$ cat src/rtl/nps_pkg.sv
// Shared types and codes of the priority scheduler.
`default_nettype none

package nps_pkg;

  typedef enum logic [1:0] {
    ACT_REGISTER = 2'd0,
    ACT_COMPLETE = 2'd1,
    ACT_TICK     = 2'd2
  } action_t;

  typedef enum logic [1:0] {
    STAT_ACCEPTED = 2'd0,
    STAT_DUP      = 2'd1,
    STAT_FULL     = 2'd2,
    STAT_IGNORED  = 2'd3
  } stat_t;

  typedef enum logic [2:0] {
    S_CLEAR,
    S_IDLE,
    S_DECIDE,
    S_INS_STEP,
    S_INS_PUT,
    S_GNT_RD,
    S_GNT_TAKE,
    S_DONE
  } state_t;

  typedef struct packed {
    action_t     action;
    logic [7:0]  task_id;
    logic [7:0]  priority_req;
  } req_t;

  typedef struct packed {
    logic        grant_valid;
    logic [7:0]  grant_task;
    logic [7:0]  grant_priority;
    stat_t       status;
    logic [4:0]  queue_count;
    logic        busy_res;
  } res_t;

endpackage

`default_nettype wire

$ cat src/rtl/nps_ram.sv
// Generic single-write, single-read RAM with registered read data.
`default_nettype none

module nps_ram #(
  parameter int WIDTH = 16,
  parameter int DEPTH = 16
) (
  input  wire logic                     clk,
  input  wire logic                     we,
  input  wire logic [$clog2(DEPTH)-1:0] waddr,
  input  wire logic [WIDTH-1:0]         wdata,
  input  wire logic [$clog2(DEPTH)-1:0] raddr,
  output logic      [WIDTH-1:0]         rdata
);

  logic [WIDTH-1:0] mem [DEPTH];

  always_ff @(posedge clk) begin
    if (we) begin
      mem[waddr] <= wdata;
    end
    rdata <= mem[raddr];
  end

endmodule

`default_nettype wire

$ cat src/rtl/nps_core.sv
// Scheduler sequencer: seen map, sorted circular wait queue, run state.
`default_nettype none

module nps_core
  import nps_pkg::*;
#(
  parameter int TASK_IDS    = 256,
  parameter int QUEUE_DEPTH = 16,
  parameter int PRIO_BITS   = 8
) (
  input  wire logic clk,
  input  wire logic rst,
  input  wire logic in_valid,
  output logic      in_ready,
  input  wire req_t req,
  output logic      out_valid,
  input  wire logic out_ready,
  output res_t      res
);

  localparam int ID_W   = (TASK_IDS >= 256) ? 8 : $clog2(TASK_IDS);
  localparam int SEEN_N = (TASK_IDS >= 256) ? 256 : TASK_IDS;
  localparam int PTR_W  = $clog2(QUEUE_DEPTH);
  localparam int CNT_W  = $clog2(QUEUE_DEPTH + 1);
  localparam int E_W    = PRIO_BITS + ID_W;

  function automatic logic [ID_W-1:0] id_reduce(input logic [7:0] v);
    logic [31:0] acc;
    logic [31:0] m;
    acc = 32'(v);
    for (int k = 7; k >= 0; k--) begin
      m = 32'(TASK_IDS) << k;
      if (acc >= m) begin
        acc = acc - m;
      end
    end
    return ID_W'(acc);
  endfunction

  function automatic logic [PTR_W-1:0] wrap_add(input logic [PTR_W-1:0] a,
                                                input logic [PTR_W-1:0] b);
    logic [PTR_W:0] s;
    s = {1'b0, a} + {1'b0, b};
    if (s >= (PTR_W+1)'(QUEUE_DEPTH)) begin
      s = s - (PTR_W+1)'(QUEUE_DEPTH);
    end
    return PTR_W'(s);
  endfunction

  state_t              state, state_next;
  logic [CNT_W-1:0]    count;
  logic [PTR_W-1:0]    head;
  logic [PTR_W-1:0]    jpos;
  logic [ID_W-1:0]     clr_addr;
  logic                started;
  logic                running;
  logic [ID_W-1:0]     running_task;
  action_t             new_act;
  logic [ID_W-1:0]     new_id;
  logic [PRIO_BITS-1:0] new_prio;
  logic                do_grant;
  logic                r_grant;
  logic [7:0]          r_task;
  logic [7:0]          r_prio;
  stat_t               r_status;

  logic                ram_we;
  logic [PTR_W-1:0]    ram_waddr;
  logic [E_W-1:0]      ram_wdata;
  logic [PTR_W-1:0]    ram_raddr;
  logic [E_W-1:0]      ram_rdata;

  logic                seen_we;
  logic [ID_W-1:0]     seen_waddr;
  logic                seen_wdata;
  logic [ID_W-1:0]     seen_raddr;
  logic                seen_rdata;

  action_t             act;
  logic [ID_W-1:0]     in_id;
  logic [PRIO_BITS-1:0] in_prio;
  logic                seen_hit;
  logic                full;
  logic                first;
  logic                match;
  logic                reg_ok;
  logic [CNT_W-1:0]    cnt_m1;
  logic [PRIO_BITS-1:0] rd_prio;
  logic [ID_W-1:0]     rd_id;
  logic                keep;

  nps_ram #(.WIDTH(E_W), .DEPTH(QUEUE_DEPTH)) u_queue (
    .clk   (clk),
    .we    (ram_we),
    .waddr (ram_waddr),
    .wdata (ram_wdata),
    .raddr (ram_raddr),
    .rdata (ram_rdata)
  );

  nps_ram #(.WIDTH(1), .DEPTH(SEEN_N)) u_seen (
    .clk   (clk),
    .we    (seen_we),
    .waddr (seen_waddr),
    .wdata (seen_wdata),
    .raddr (seen_raddr),
    .rdata (seen_rdata)
  );

  assign act      = req.action;
  assign in_id    = id_reduce(req.task_id);
  assign in_prio  = PRIO_BITS'(req.priority_req);
  assign seen_hit = seen_rdata;
  assign full     = (count >= CNT_W'(QUEUE_DEPTH));
  assign first    = !started && !running;
  assign match    = running && (running_task == new_id);
  assign reg_ok   = !seen_hit && !full;
  assign cnt_m1   = count - 1'b1;
  assign rd_prio  = ram_rdata[E_W-1:ID_W];
  assign rd_id    = ram_rdata[ID_W-1:0];
  // shared compare: queued entry stays ahead of the new one
  assign keep     = (rd_prio >= new_prio);

  always_comb begin
    state_next = state;
    unique case (state)
      S_CLEAR: begin
        if (clr_addr == ID_W'(SEEN_N - 1)) begin
          state_next = S_IDLE;
        end
      end
      S_IDLE: begin
        if (in_valid) begin
          state_next = S_DECIDE;
        end
      end
      S_DECIDE: begin
        state_next = S_DONE;
        unique case (new_act)
          ACT_REGISTER: begin
            if (reg_ok) begin
              if (count != '0) begin
                state_next = S_INS_STEP;
              end else if (first) begin
                state_next = S_GNT_RD;
              end
            end
          end
          ACT_COMPLETE: begin
            if (match && count != '0) begin
              state_next = S_GNT_RD;
            end
          end
          ACT_TICK: begin
            if (!running && count != '0) begin
              state_next = S_GNT_RD;
            end
          end
          default: state_next = S_DONE;
        endcase
      end
      S_INS_STEP: begin
        if (keep) begin
          state_next = do_grant ? S_GNT_RD : S_DONE;
        end else if (jpos == '0) begin
          state_next = S_INS_PUT;
        end
      end
      S_INS_PUT:  state_next = do_grant ? S_GNT_RD : S_DONE;
      S_GNT_RD:   state_next = S_GNT_TAKE;
      S_GNT_TAKE: state_next = S_DONE;
      S_DONE: begin
        if (out_ready) begin
          state_next = S_IDLE;
        end
      end
      default: state_next = S_IDLE;
    endcase
  end

  always_comb begin
    ram_we     = 1'b0;
    ram_waddr  = head;
    ram_wdata  = {new_prio, new_id};
    ram_raddr  = head;
    seen_we    = 1'b0;
    seen_waddr = new_id;
    seen_wdata = 1'b1;
    seen_raddr = in_id;
    in_ready   = (state == S_IDLE);
    out_valid  = (state == S_DONE);
    unique case (state)
      S_CLEAR: begin
        seen_we    = 1'b1;
        seen_waddr = clr_addr;
        seen_wdata = 1'b0;
      end
      S_DECIDE: begin
        if (new_act == ACT_REGISTER && reg_ok) begin
          seen_we = 1'b1;
          if (count == '0) begin
            ram_we = 1'b1;
          end else begin
            ram_raddr = wrap_add(head, PTR_W'(cnt_m1));
          end
        end
      end
      S_INS_STEP: begin
        ram_we    = 1'b1;
        ram_waddr = wrap_add(head, jpos + 1'b1);
        ram_wdata = keep ? {new_prio, new_id} : ram_rdata;
        if (!keep && jpos != '0) begin
          ram_raddr = wrap_add(head, jpos - 1'b1);
        end
      end
      S_INS_PUT: begin
        ram_we    = 1'b1;
        ram_waddr = head;
      end
      default: ;
    endcase
  end

  always_ff @(posedge clk) begin
    if (rst) begin
      state        <= S_CLEAR;
      clr_addr     <= '0;
      count        <= '0;
      head         <= '0;
      started      <= 1'b0;
      running      <= 1'b0;
      running_task <= '0;
    end else begin
      state <= state_next;
      unique case (state)
        S_CLEAR: clr_addr <= clr_addr + 1'b1;
        S_IDLE: begin
          if (in_valid) begin
            r_grant  <= 1'b0;
            r_task   <= '0;
            r_prio   <= '0;
            r_status <= STAT_ACCEPTED;
            new_act  <= act;
            new_id   <= in_id;
            new_prio <= in_prio;
            do_grant <= 1'b0;
          end
        end
        S_DECIDE: begin
          jpos <= PTR_W'(cnt_m1);
          unique case (new_act)
            ACT_REGISTER: begin
              if (seen_hit) begin
                r_status <= STAT_DUP;
              end else if (full) begin
                r_status <= STAT_FULL;
              end else begin
                do_grant <= first;
                if (first) begin
                  started <= 1'b1;
                end
                if (count == '0) begin
                  count <= count + 1'b1;
                end
              end
            end
            ACT_COMPLETE: begin
              if (match) begin
                running      <= 1'b0;
                running_task <= '0;
              end else begin
                r_status <= STAT_IGNORED;
              end
            end
            default: ;
          endcase
        end
        S_INS_STEP: begin
          if (keep) begin
            count <= count + 1'b1;
          end else if (jpos != '0) begin
            jpos <= jpos - 1'b1;
          end
        end
        S_INS_PUT: count <= count + 1'b1;
        S_GNT_TAKE: begin
          running      <= 1'b1;
          running_task <= rd_id;
          r_grant      <= 1'b1;
          r_task       <= 8'(rd_id);
          r_prio       <= 8'(rd_prio);
          head         <= wrap_add(head, PTR_W'(1));
          count        <= count - 1'b1;
        end
        default: ;
      endcase
    end
  end

  always_comb begin
    res.grant_valid    = r_grant;
    res.grant_task     = r_task;
    res.grant_priority = r_prio;
    res.status         = r_status;
    res.queue_count    = 5'(count);
    res.busy_res       = running;
  end

endmodule

`default_nettype wire

$ cat src/rtl/nonpreemptive_priority_scheduler_top.sv
// Top level of the non-preemptive priority scheduler: stream ports and result register.
// Flow: a word passes S_DECIDE; an insertion moves each queued entry it passes one place
// back in S_INS_STEP, a grant runs S_GNT_RD and S_GNT_TAKE, and S_DONE loads the result
// register. s_tready is high only in S_IDLE, so a new word is taken only once the last
// result has left S_DONE. Reset (rst, synchronous): queue empty, scheduler not started,
// no task running; all min(TASK_IDS, 256) seen-map entries are then cleared with s_tready low.
`default_nettype none

module nonpreemptive_priority_scheduler_top
  import nps_pkg::*;
#(
  parameter int TASK_IDS    = 256,
  parameter int QUEUE_DEPTH = 16,
  parameter int PRIO_BITS   = 8
) (
  input  wire logic        clk,
  input  wire logic        rst,
  input  wire logic        s_tvalid,
  output logic             s_tready,
  input  wire logic [15:0] s_tdata,  // task_id[7:0], priority_req[15:8]
  input  wire logic [1:0]  s_tuser,  // action[1:0]
  output logic             m_tvalid,
  input  wire logic        m_tready,
  output logic      [31:0] m_tdata   // grant_valid[0], grant_task[8:1], grant_priority[16:9],
                                     // status[18:17], queue_count[23:19], busy_res[24]
);

  req_t req;
  res_t res;
  logic core_out_valid;
  logic core_out_ready;

  always_comb begin
    req.action       = action_t'(s_tuser);
    req.task_id      = s_tdata[7:0];
    req.priority_req = s_tdata[15:8];
  end

  assign core_out_ready = !m_tvalid || m_tready;

  nps_core #(
    .TASK_IDS    (TASK_IDS),
    .QUEUE_DEPTH (QUEUE_DEPTH),
    .PRIO_BITS   (PRIO_BITS)
  ) u_core (
    .clk       (clk),
    .rst       (rst),
    .in_valid  (s_tvalid),
    .in_ready  (s_tready),
    .req       (req),
    .out_valid (core_out_valid),
    .out_ready (core_out_ready),
    .res       (res)
  );

  always_ff @(posedge clk) begin
    if (rst) begin
      m_tvalid <= 1'b0;
    end else if (core_out_valid && core_out_ready) begin
      m_tvalid <= 1'b1;
    end else if (m_tready) begin
      m_tvalid <= 1'b0;
    end
  end

  always_ff @(posedge clk) begin
    if (core_out_valid && core_out_ready) begin
      m_tdata <= {7'd0, res.busy_res, res.queue_count, res.status,
                  res.grant_priority, res.grant_task, res.grant_valid};
    end
  end

endmodule

`default_nettype wire
$ cat config.mk
export PLATFORM = sky130hd
export DESIGN_NAME = nonpreemptive_priority_scheduler_top
export DESIGN_NICKNAME = d
export VERILOG_FILES = /design/src/rtl/nps_pkg.sv /design/src/rtl/nps_ram.sv /design/src/rtl/nps_core.sv /design/src/rtl/nonpreemptive_priority_scheduler_top.sv
export SDC_FILE = /design/constraint.sdc
export NUM_CORES = 1
export LEC_CHECK = 0
export BUFFER_PORTS_ARGS = -buffer_cell sky130_fd_sc_hd__buf_2
export CORE_UTILIZATION = 45
export DETAILED_ROUTE_END_ITERATION = 12
export PLACE_DENSITY = 0.56
export SYNTH_ARGS = -nofsm -noshare
export SYNTH_HDL_FRONTEND = slang
export SYNTH_SLANG_ARGS = --single-unit
$ cat constraint.sdc
create_clock -name clk -period 7.4 [get_ports clk]
set_input_delay 1.48 -clock clk [delete_from_list [all_inputs] [get_ports clk]]
set_output_delay 1.48 -clock clk [all_outputs]
set_load 0.005 [all_outputs]
==> impl_results.md <==
* Register area share after synthesis at 0.692
* Initial antenna violation count at 1
* Final Max Slew Viols at 0
* Reg clk slew, reported paths at 0.06 ns
* Peak VDD IR at 0.138 mV
* # port buffers at 48
* DRC at 0
* Post-synth ARST share at 0
* Starting Density at 0.458
* Warnings, synthesis at 0
* Multi-input gate area at 7600 um2
* Minimum clock period at 4.31 ns
* Vias in the first global route at between 15000 and 20000
* Tcrit/Tclk final at 0.582
* Post-synthesis register bit count at 627
* Layout Cells excl Fill at 2705
* Total global routing overflow at 0
* Commonest non-fill, non-tap cell in the layout: edfxtp_1
* Die span in y at around 240 um
* Primary FF master, synth: edfxtp_1
* Seq. cell area at 18300 um2
* Post-synth EDFFs at about 580
* R2R cell count at 11
* Drt pass-1 iters at 5
* GRT met3 Usage at 0.0359
* Slew headroom at 0.186
* Rows at 88
* Clock Latency Late Sink at 0.60 ns
* IO Count at between 50 and 60
* Fin Clk Skew at ~0.025 ns
* Max H-tree Level at 3
* Status: finished, final reports clean
* Worst-Margin Slew at approximately 1.2 ns
* Mapped cell area at 26500 um2
* Total core area at 57900 um2
* Routability cong. at 0.796
* Die width at about 240 um
* Met2 usage at 0.314
* DP HPWL at 35100 um
* Die area at around 60000 um2
* Root Buffer: clkbuf_16
* Maximum buffer depth of the clock tree at 3
* Crit path capture type: flip-flop
* WHS Path Cells at 0
* Via count at 15300
* Antenna Violating Nets Remaining at 0
* Most frequent cells in the layout: edfxtp_1, nor2_1, nand2_1
* Largest net degree at the start of global routing at 158
* Fillers at 4901
* CTS sink count at between 600 and 700
* RSZ-0062 raised after global routing: no
* Met1 global-route usage at 0.316
* Busiest grt layer: met1
* CTS Buf Count at 68
* Final Hold Fails at 0
* Max-cap violations at 0
* Dpl cells at ~2600
* Resized cells post-CTS at 0
* Gr usage total at 0.210
* Synth-to-layout area growth at 11.7%
* Setup TNS at 0 ns
* CP max FO at 37
* Hold Buf Count CTS at 0
* Fmax at 232 MHz
* Setup violations, final at 0
* CTS tree: done
* Synth cell types at 63
* Initial detailed-routing violation count at 1606
* WL/cell at 22.7 um
* ANT cells at 0
* Cells after Synth at 1854
* NumNets Final at a little under 2000
* Mean post-synth cell area at 14.3 um2
* Total wire length at 61300 um
* Arrival time at the worst endpoint at 4.85 ns
* Vias per cell at 5.67
* Pleak at between 10 and 15 nW
* Startpoint types: flip-flop
* First-pass GRT wire length at 94100 um
* Hold Crit Class: reg -> reg
* Layout cells sized above 1 at 0.167
* Total design power at 7.21 mW
* Req. time, crit path at 7.94 ns
* Setup CP Type: reg -> reg
* Postcts setup bufs at 0
* P per Cell Area at 243 nW/um2
-- state kept, by name (all words and copies together), names as in the netlist, 2 cells and up --
| name | count |
|---|---|
| u_core.new_id | 8 |
| u_core.clr_addr | 8 |
| u_core.new_act | 2 |
| u_core.state | 3 |
| u_core.u_queue.rdata | 16 |
| u_core.u_seen.mem | 256 |
| u_core.jpos | 4 |
| u_core.r_task | 8 |
| u_core.running_task | 8 |
| u_core.r_status | 2 |
| u_core.head | 4 |
| m_tdata | 25 |
| u_core.count | 5 |
| u_core.r_prio | 8 |
| u_core.new_prio | 8 |
| u_core.u_queue.mem | 256 |
-- critical path, cell delays in order (launching register included) --
cell     delay (ns)
dfxtp_1        0.38
ha_1           0.24
or4_1          0.50
a21oi_1        0.14
o31a_1         0.41
a31oi_1        0.26
a21oi_4        0.90
buf_4          0.53
nand2_1        0.09
and3_1         0.19
o32ai_1        0.40
a221o_1        0.18
-- synthesized netlist by cell type (all sizes together) (19+ instances only) --
cell type,n,area (um2)
edfxtp,579,17400
nor2,320,1200
nand2,200,753
a21oi,100,504
mux4,85,1910
clkbuf,65,244
buf,53,319
and3,49,307
dfxtp,48,961
a22oi,34,255
mux2i,33,330
mux2,31,349
ha,27,338
inv,25,93.8
xnor2,21,184
o21ai,19,95.1
-- per-stage QoR --
step	utilization	instance area, um2	hold WS, ns	worst slack, ns
floorplan	-	26500	0.400	1.13
global placement	0.475	27500	0.402	2.47
detailed placement	0.475	27500	0.405	2.42
CTS	0.511	29600	0.418	3.06
global route	0.511	29600	0.423	2.82
finish	0.511	29600	0.418	3.09
-- kinds of logic after synthesis --
group,count (synthesis),share of synthesized area
multiplexers,149,0.0979
buffers and inverters,144,0.0249
flip-flops,627,0.692
XOR/XNOR,36,0.0119
adder cells (fa/ha/maj),30,0.0150
other,1,0.000141
AND/OR/NAND/NOR,646,0.104
AO/OA/AOI/OAI,221,0.0543
-- path summary, 6_finish.rpt --
path	start	endpoint	slack, ns
worst max-delay path	u_core.u_queue.rdata[10]	u_core.u_queue.rdata[10]	3.09
worst min-delay path	u_core.r_prio[2]	m_tdata[11]	0.42
worst max register to register	u_core.u_queue.rdata[10]	u_core.u_queue.rdata[10]	3.09
worst min register to register	u_core.r_prio[2]	m_tdata[11]	0.42
-- power by group --
part           total, mW  internal, mW  switching [mW]
combinational      0.144        0.0642          0.0803
clock               3.24          1.88            1.35
sequential          3.82          3.82         0.00688
total               7.21          5.77            1.44
-- per-layer routing --
| metal | share of wire | routed length (um) |
|---|---|---|
| met4 | 0.016 | 996 |
| met2 | 0.45 | 27600 |
| met1 | 0.47 | 28600 |
| met3 | 0.067 | 4100 |
| met5 | 0 | 0 |
-- area by class of cell --
| class | count | area share |
|---|---|---|
| clock buffers | 92 | 0.0647 |
| clock inverters | 27 | 0.00693 |
| inverters | 26 | 0.00347 |
| multi-input cells | 1089 | 0.257 |
| flip-flops and latches | 627 | 0.620 |
| well taps | 765 | 0.0323 |
| repair buffers | 79 | 0.0161 |
Power figures use the tool's default switching activity.
